File: src/hw/rtl/itpw_pkg.sv
// Shared types and constants for the implicit tree preorder walk.
package itpw_pkg;

  localparam int VALUE_W = 31;

  // Incoming word: one node value per array position, last flag starts the walk
  typedef struct packed {
    logic [VALUE_W-1:0] node_value;
    logic               last_value;
  } node_in_t;

  // Outgoing word: one present node in preorder, last flag on the final one
  typedef struct packed {
    logic [VALUE_W-1:0] visited_value;
    logic               last_visit;
  } node_out_t;

  // Controller phases
  typedef enum logic [1:0] {
    ST_LOAD,
    ST_READ,
    ST_CHECK,
    ST_FLUSH
  } itpw_state_t;

  // Command from the walk controller to the output stage
  typedef struct packed {
    logic               push;
    logic               finish;
    logic [VALUE_W-1:0] value;
  } itpw_emit_t;

  // Status back from the output stage
  typedef struct packed {
    logic pending;
    logic out_free;
  } itpw_emit_stat_t;

endpackage

File: src/hw/rtl/implicit_tree_preorder_walk.sv
// Top level: loads a level-order tree into a node memory and walks it in preorder.
//
//   channel  direction  handshake                word
//   node     in         node_valid / node_stall  node_word  (node_value, last_value)
//   visit    out        visit_valid / visit_stall visit_word (visited_value, last_visit)
//
// Loading takes one node word per cycle; the last flag starts the walk and stalls input.
// The walk takes two steps per candidate position (node memory read, then check),
// then a closing flush step; output stalls can hold it.
// Output stalls hold the walk only when a new visit or the walk's end finds the held one still blocked.
// Reset (synchronous) empties the tree and the output; node memory is not cleared.
module implicit_tree_preorder_walk #(
  parameter int CAPACITY = 64
) (
  input  logic                clk,
  input  logic                rst,
  input  logic                node_valid,
  output logic                node_stall,
  input  itpw_pkg::node_in_t  node_word,
  output logic                visit_valid,
  input  logic                visit_stall,
  output itpw_pkg::node_out_t visit_word
);

  localparam int AW = (CAPACITY > 1) ? $clog2(CAPACITY) : 1;
  localparam int CW = $clog2(CAPACITY + 1);
  localparam int PW = $clog2(CAPACITY) + 2;

  itpw_pkg::itpw_state_t        state, state_next;
  logic [CW-1:0]                loaded_count, loaded_count_next;
  logic [PW-1:0]                walk_position, walk_position_next;
  logic [itpw_pkg::VALUE_W-1:0] node_store [CAPACITY];
  logic [itpw_pkg::VALUE_W-1:0] rd_data;
  logic [AW-1:0]                rd_addr;
  logic [AW-1:0]                wr_addr;
  logic                         mem_we;
  logic                         room;
  logic                         present;
  logic [PW-1:0]                sibling;
  itpw_pkg::itpw_emit_t         emit;
  itpw_pkg::itpw_emit_stat_t    stat;

  // Next position in preorder after a finished subtree: climb over right
  // children, then step to the right sibling. A result of 1 means the walk is over.
  function automatic logic [PW-1:0] next_sibling(input logic [PW-1:0] p);
    logic [PW:0] q;
    logic        stop;
    q    = {1'b0, p} + (PW+1)'(1);
    stop = 1'b0;
    for (int i = 0; i < PW; i++) begin
      if (!stop && !q[0]) begin
        q = q >> 1;
      end else begin
        stop = 1'b1;
      end
    end
    return q[PW-1:0];
  endfunction

  assign node_stall = (state != itpw_pkg::ST_LOAD);
  assign room       = (loaded_count < CW'(CAPACITY));
  assign wr_addr    = AW'(loaded_count);
  assign rd_addr    = AW'(walk_position - PW'(1));
  assign present    = (walk_position <= PW'(loaded_count)) && (rd_data != '0);
  assign sibling    = next_sibling(walk_position);

  // Node memory: one write port for loading, one registered read port for the walk.
  // Writes happen only while loading, so no read that the walk uses overlaps a write.
  always_ff @(posedge clk) begin
    if (mem_we) begin
      node_store[wr_addr] <= node_word.node_value;
    end
    rd_data <= node_store[rd_addr];
  end

  // State registers
  always_ff @(posedge clk) begin
    if (rst) begin
      state         <= itpw_pkg::ST_LOAD;
      loaded_count  <= '0;
      walk_position <= '0;
    end else begin
      state         <= state_next;
      loaded_count  <= loaded_count_next;
      walk_position <= walk_position_next;
    end
  end

  // Load, then read and check one candidate position at a time, then flush
  always_comb begin
    state_next         = state;
    loaded_count_next  = loaded_count;
    walk_position_next = walk_position;
    mem_we             = 1'b0;
    emit               = '0;
    case (state)
      itpw_pkg::ST_LOAD: begin
        if (node_valid) begin
          // drop words past capacity, but still honour their last flag
          if (room) begin
            mem_we            = 1'b1;
            loaded_count_next = loaded_count + CW'(1);
          end
          if (node_word.last_value) begin
            walk_position_next = PW'(1);
            state_next         = itpw_pkg::ST_READ;
          end
        end
      end
      itpw_pkg::ST_READ: begin
        state_next = itpw_pkg::ST_CHECK;
      end
      itpw_pkg::ST_CHECK: begin
        if (present) begin
          // emit and descend to the left child; hold if the output is blocked
          if (!stat.pending || stat.out_free) begin
            emit.push          = 1'b1;
            emit.value         = rd_data;
            walk_position_next = walk_position << 1;
            state_next         = itpw_pkg::ST_READ;
          end
        end else if (sibling == PW'(1)) begin
          state_next = itpw_pkg::ST_FLUSH;
        end else begin
          walk_position_next = sibling;
          state_next         = itpw_pkg::ST_READ;
        end
      end
      itpw_pkg::ST_FLUSH: begin
        // release the held visit as the final one, then start a new tree
        if (!stat.pending || stat.out_free) begin
          emit.finish        = stat.pending;
          loaded_count_next  = '0;
          walk_position_next = '0;
          state_next         = itpw_pkg::ST_LOAD;
        end
      end
      default: begin
        state_next = itpw_pkg::ST_LOAD;
      end
    endcase
  end

  itpw_out_stage u_out (
    .clk         (clk),
    .rst         (rst),
    .emit        (emit),
    .stat        (stat),
    .visit_valid (visit_valid),
    .visit_stall (visit_stall),
    .visit_word  (visit_word)
  );

endmodule

File: src/hw/rtl/itpw_out_stage.sv
// Output stage: holds one visit back until the next is known, then marks the final one.
module itpw_out_stage (
  input  logic                       clk,
  input  logic                       rst,
  input  itpw_pkg::itpw_emit_t       emit,
  output itpw_pkg::itpw_emit_stat_t  stat,
  output logic                       visit_valid,
  input  logic                       visit_stall,
  output itpw_pkg::node_out_t        visit_word
);

  logic                         out_valid;
  itpw_pkg::node_out_t          out_word;
  logic                         pending;
  logic [itpw_pkg::VALUE_W-1:0] pend_value;
  logic                         load_out;

  // The held visit leaves once a newer one arrives or the walk ends
  assign load_out = pending && (emit.push || emit.finish);

  assign stat.pending  = pending;
  assign stat.out_free = !out_valid || !visit_stall;

  assign visit_valid = out_valid;
  assign visit_word  = out_word;

  // Control: output valid and held-visit flag
  always_ff @(posedge clk) begin
    if (rst) begin
      out_valid <= 1'b0;
      pending   <= 1'b0;
    end else begin
      if (load_out) begin
        out_valid <= 1'b1;
      end else if (!visit_stall) begin
        out_valid <= 1'b0;
      end
      if (emit.push) begin
        pending <= 1'b1;
      end else if (emit.finish) begin
        pending <= 1'b0;
      end
    end
  end

  // Payload: move held value out, capture the new one
  always_ff @(posedge clk) begin
    if (load_out) begin
      out_word.visited_value <= pend_value;
      out_word.last_visit    <= emit.finish;
    end
    if (emit.push) begin
      pend_value <= emit.value;
    end
  end

endmodule

File: config.mk
export PLATFORM = sky130hd
export DESIGN_NAME = implicit_tree_preorder_walk
export DESIGN_NICKNAME = d
export VERILOG_FILES = /design/src/hw/rtl/itpw_pkg.sv /design/src/hw/rtl/implicit_tree_preorder_walk.sv /design/src/hw/rtl/itpw_out_stage.sv
export SDC_FILE = /design/constraint.sdc
export NUM_CORES = 2
export LEC_CHECK = 0
export ABC_AREA = 0
export BUFFER_PORTS_ARGS = -buffer_cell sky130_fd_sc_hd__buf_2
export CELL_PAD_IN_SITES_DETAIL_PLACEMENT = 1
export CELL_PAD_IN_SITES_GLOBAL_PLACEMENT = 1
export CORE_UTILIZATION = 57
export DETAILED_ROUTE_END_ITERATION = 8
export HOLD_SLACK_MARGIN = 0.1
export PLACE_DENSITY_LB_ADDON = 0.1
export SLEW_MARGIN = 40
export SYNTH_ARGS = -nofsm -noshare
export SYNTH_HDL_FRONTEND = slang
export SYNTH_SLANG_ARGS = --single-unit
File: constraint.sdc
create_clock -name clk -period 5.2 [get_ports clk]
set_input_delay 0.52 -clock clk [delete_from_list [all_inputs] [get_ports clk]]
set_output_delay 0.52 -clock clk [all_outputs]
set_load 0.02 [all_outputs]
==> PnR_summary.wiki <==
{| class="wikitable"
! Metric !! Value
|-
| Most frequent cells in the layout || 2,047 x sky130_fd_sc_hd__edfxtp_1, 651 x sky130_fd_sc_hd__mux4_2, 209 x sky130_fd_sc_hd__clkbuf_16
|-
| I/O Buffers || 69
|-
| Start point of the critical path || walk_position[1]
|-
| Number of global-route vias before repair || between 30,000 and 40,000
|-
| Critical path data required time || roughly 5900 ps
|-
| Critical register-to-register path startpoint || walk_position[1]
|-
| Buffer count from post-CTS setup fixing || 0
|-
| Number of instances in the synthesized netlist || approximately 3,300
|-
| Cell area power density || approximately 500 nW/um2
|-
| Slew at the pin with the worst max-slew slack || about 900 ps
|-
| Worst slew margin || 0.416
|-
| Full die area || roughly 140,000 um2
|-
| Static Leakage || 27.8 nW
|-
| Post-synthesis sequential element count || 2,097
|-
| Final nets || 3,625
|-
| RD Place Congestion || 0.844
|-
| Final instance area || around 91,000 um2
|-
| Number of buffers created by CTS || about 200
|-
| Cell Count, Final, Fillers Out || between 5,000 and 6,000
|-
| Syn-to-layout area delta || 13.1%
|-
| Fraction of synthesized cell area taken by the top area cell type || 0.765
|-
| Initial standard-cell utilization of the core || 0.575
|-
| Final global-route overflow total || 0
|-
| Highest clock frequency the design can meet || roughly 230 MHz
|-
| Global-route usage over all layers || 0.292
|-
| Detail Placement HPWL || 116 mm
|-
| Worst Hold Path Cells || 1
|-
| Most frequent standard cell in the layout excluding fill and tap cells || sky130_fd_sc_hd__edfxtp_1
|-
| Final Hold Slack || ~210 ps
|-
| Cell depth of the worst flop-to-flop path || 12
|-
| Worst setup EP type || register
|-
| Crit-path slowest cell || sky130_fd_sc_hd__ha_2
|-
| Maximum number of pins on one net before global-route repair || slightly above 90
|-
| Pins over their slew limit || 0
|-
| Highest cell delay on the worst timing path || around 620 ps
|-
| Number of clock sinks || ~2,100
|-
| Count of endpoints failing hold in the final timing report || 0
|-
| Max H-tree Level || 4
|-
| Min-Delay Path Class || in2reg
|-
| Setup slack on the worst flop-to-flop path || ~850 ps
|-
| Predominant post-synthesis flop cell || sky130_fd_sc_hd__edfxtp_1
|-
| Clk root buf || sky130_fd_sc_hd__clkbuf_16
|-
| Fraction of synthesis flops using an asynchronous set or reset pin || 0
|-
| Via density || around 6.7
|-
| Number of synthesized flops with an enable pin || between 2,000 and 2,500
|-
| Start-to-end type of the worst setup path || reg2reg
|-
| Hold Path Origin || node_word[28]
|-
| Family with the most delay on the worst path || compound AO/OA/AOI/OAI gates
|-
| Placed instance area || 84,400 um2
|-
| Cell types occupying the most area after synthesis || sky130_fd_sc_hd__edfxtp_1 77%, sky130_fd_sc_hd__mux4_2 18%, sky130_fd_sc_hd__dfxtp_1 1.2%
|-
| Clk pin slew, worst setup/hold paths || around 60 ps
|-
| Number of antenna violations at the first check in global routing || 9
|-
| Wire length of the first global-routing pass || 286 mm
|-
| Clock latency on the worst-skew pair || approximately 840 ps
|-
| Largest fanout on the critical path || 27
|-
| Clk_skew || between 40 and 50 ps
|-
| Fraction of final layout cells sized beyond drive strength 1 || 0.329
|-
| Largest area contributor in the netlist || sky130_fd_sc_hd__edfxtp_1
|-
| Share of the clock period used by the worst path || 0.836
|-
| FP Rows || around 140
|-
| Aggregate routed wire length || around 200 mm
|-
| Sequential fraction of the synthesis area || 0.778
|-
| Vertical extent of the die || ~380 um
|-
| End point of the most critical hold path || node_store[0][27]
|-
| Setup TNS || 0 ps
|-
| Number of remaining DRC errors || 0
|-
| Capture instance of the worst register-to-register path || walk_position[4]
|-
| Bufs on Longest Clock Path || 3
|-
| Die W || 377 um
|-
| Floorplan core area || approximately 140,000 um2
|-
| Number of buffers and inverters on the critical path || 1
|-
| Maximum vdd drop || 342 uV
|-
| Detail Route Antenna Nets || 0
|-
| Via total after detailed routing || ~38,000
|-
| Number of optimization iterations in the first detailed-route pass || 5
|-
| Startpoint type of the worst setup path || register
|-
| Arrival @ worst endpoint || ~5000 ps
|-
| WL per Instance || approximately 36 um
|-
| Post-synth cell types || 75
|-
| Sequence of cells on the critical path || buf_4, ha_2, mux2_4, and3_4, nor3_1, o21ai_0, a22oi_1, o211ai_1, a311o_1, o31ai_2, nand2b_1, mux2i_1
|-
| Setup repair after global routing missed its margin || no
|-
| Area of the mapped netlist || approximately 80,000 um2
|-
| CTS tree || done
|-
| Total instance count after detailed placement || about 5,200
|-
| Boundary Pins || 70
|-
| Initial detailed-routing violation count || 4,373
|-
| Synth warn || 0
|-
| Final Setup Violations || 0
|-
| Run status || complete, no violations
|-
| Synthesized netlist net count || ~3,400
|-
| # Max-Cap Violations || 0
|-
| Average instance area after synthesis || ~24 um2
|-
| Post-layout minimum cycle time || 4350 ps
|}
## metrics by stage
| stage | power [W] | setup slack (ps) | util |
|---|---|---|---|
| final | 0.0454 | 850 | 0.651 |
| after global routing | 0.0467 | 455 | 0.651 |
| after CTS | 0.0456 | 887 | 0.649 |
| after detailed placement | 0.0316 | 909 | 0.604 |
| after global placement | 0.0312 | 859 | 0.601 |
| after floorplan | 0.0274 | 1230 | - |
## layout make-up
cell class                 count  area, um2
sequential                  2097      62500
fill                       10700      48800
multi-input combinational   1051      17700
clock buffer                 274       5550
tap                         1876       2350
timing repair buffer         205       1980
clock inverter               101        777
inverter                      16       60.1
antenna                        7       17.5
## worst max-delay path by stage
stage / to / depth (start not counted)
6_report: walk_position[4] / 12
5_1_grt: walk_position[4] / 11
4_1_cts: walk_position[3] / 11
3_5_place_dp: walk_position[3] / 11
3_3_place_gp: walk_position[1] / 11
2_1_floorplan: u_out.visit_word[0] / 9
## cells by family after synthesis
logic type / Yosys count / synth area share
buf+inv: 185 / 0.00976
simple gates: 262 / 0.0161
fa+ha+maj: 14 / 0.00218
flops: 2097 / 0.778
mux: 664 / 0.184
compound gates: 97 / 0.00872
xor+xnor: 14 / 0.00153
## registers in the layout, summed over array words and instances, names as in the netlist
signal             flops
rd_data               31
loaded_count           7
walk_position          8
u_out.visit_word      32
node_store          1984
u_out.pend_value      31
u_out.pending          1
state                  2
u_out.visit_valid      1
## worst reg2reg max path: stages (launching register included)
cell,delay [ps]
sky130_fd_sc_hd__dfxtp_1,320
sky130_fd_sc_hd__buf_4,280
sky130_fd_sc_hd__ha_2,620
sky130_fd_sc_hd__mux2_4,360
sky130_fd_sc_hd__and3_4,180
sky130_fd_sc_hd__nor3_1,460
sky130_fd_sc_hd__o21ai_0,260
sky130_fd_sc_hd__a22oi_1,270
sky130_fd_sc_hd__o211ai_1,140
sky130_fd_sc_hd__a311o_1,320
sky130_fd_sc_hd__o31ai_2,350
sky130_fd_sc_hd__nand2b_1,460
sky130_fd_sc_hd__mux2i_1,270
## where the power goes
| part | leakage (nW) | internal (W) | total (W) | switching [W] |
|---|---|---|---|---|
| Combinational | 5.87 | 0.00571 | 0.0119 | 0.00624 |
| Sequential | 18.8 | 0.0190 | 0.0194 | 0.000437 |
| Clock | 3.10 | 0.00787 | 0.0140 | 0.00618 |
| Total | 27.8 | 0.0325 | 0.0454 | 0.0129 |
## repair_timing
action | 4_1_cts | 5_1_grt
hold buffers | 3 | 0
gates resized for setup | 0 | 0
hold endpoints to repair | 4 | 0
endpoints found under the setup margin | 0 | 0
## Yosys cell counts, drive strengths merged, types with 14 or more instances
cell type,number
a21oi,21
dfxtp,50
edfxtp,2047
mux4,651
o21ai,19
buf,67
and2,32
ha,14
nand2,45
clkbuf,102
inv,15
nand3,18
nor2,93
## metal layers
metal	GRT usage	vias to the layer above	share of wire	wire length [um]
li1	-	14900	-	-
met1	0.418	20600	0.39	80200
met2	0.469	1810	0.49	100000
met3	0.0527	299	0.089	18100
met4	0.0804	0	0.024	4850
met5	0	-	0	0
Note: power is estimated with default switching activity, not from simulation.
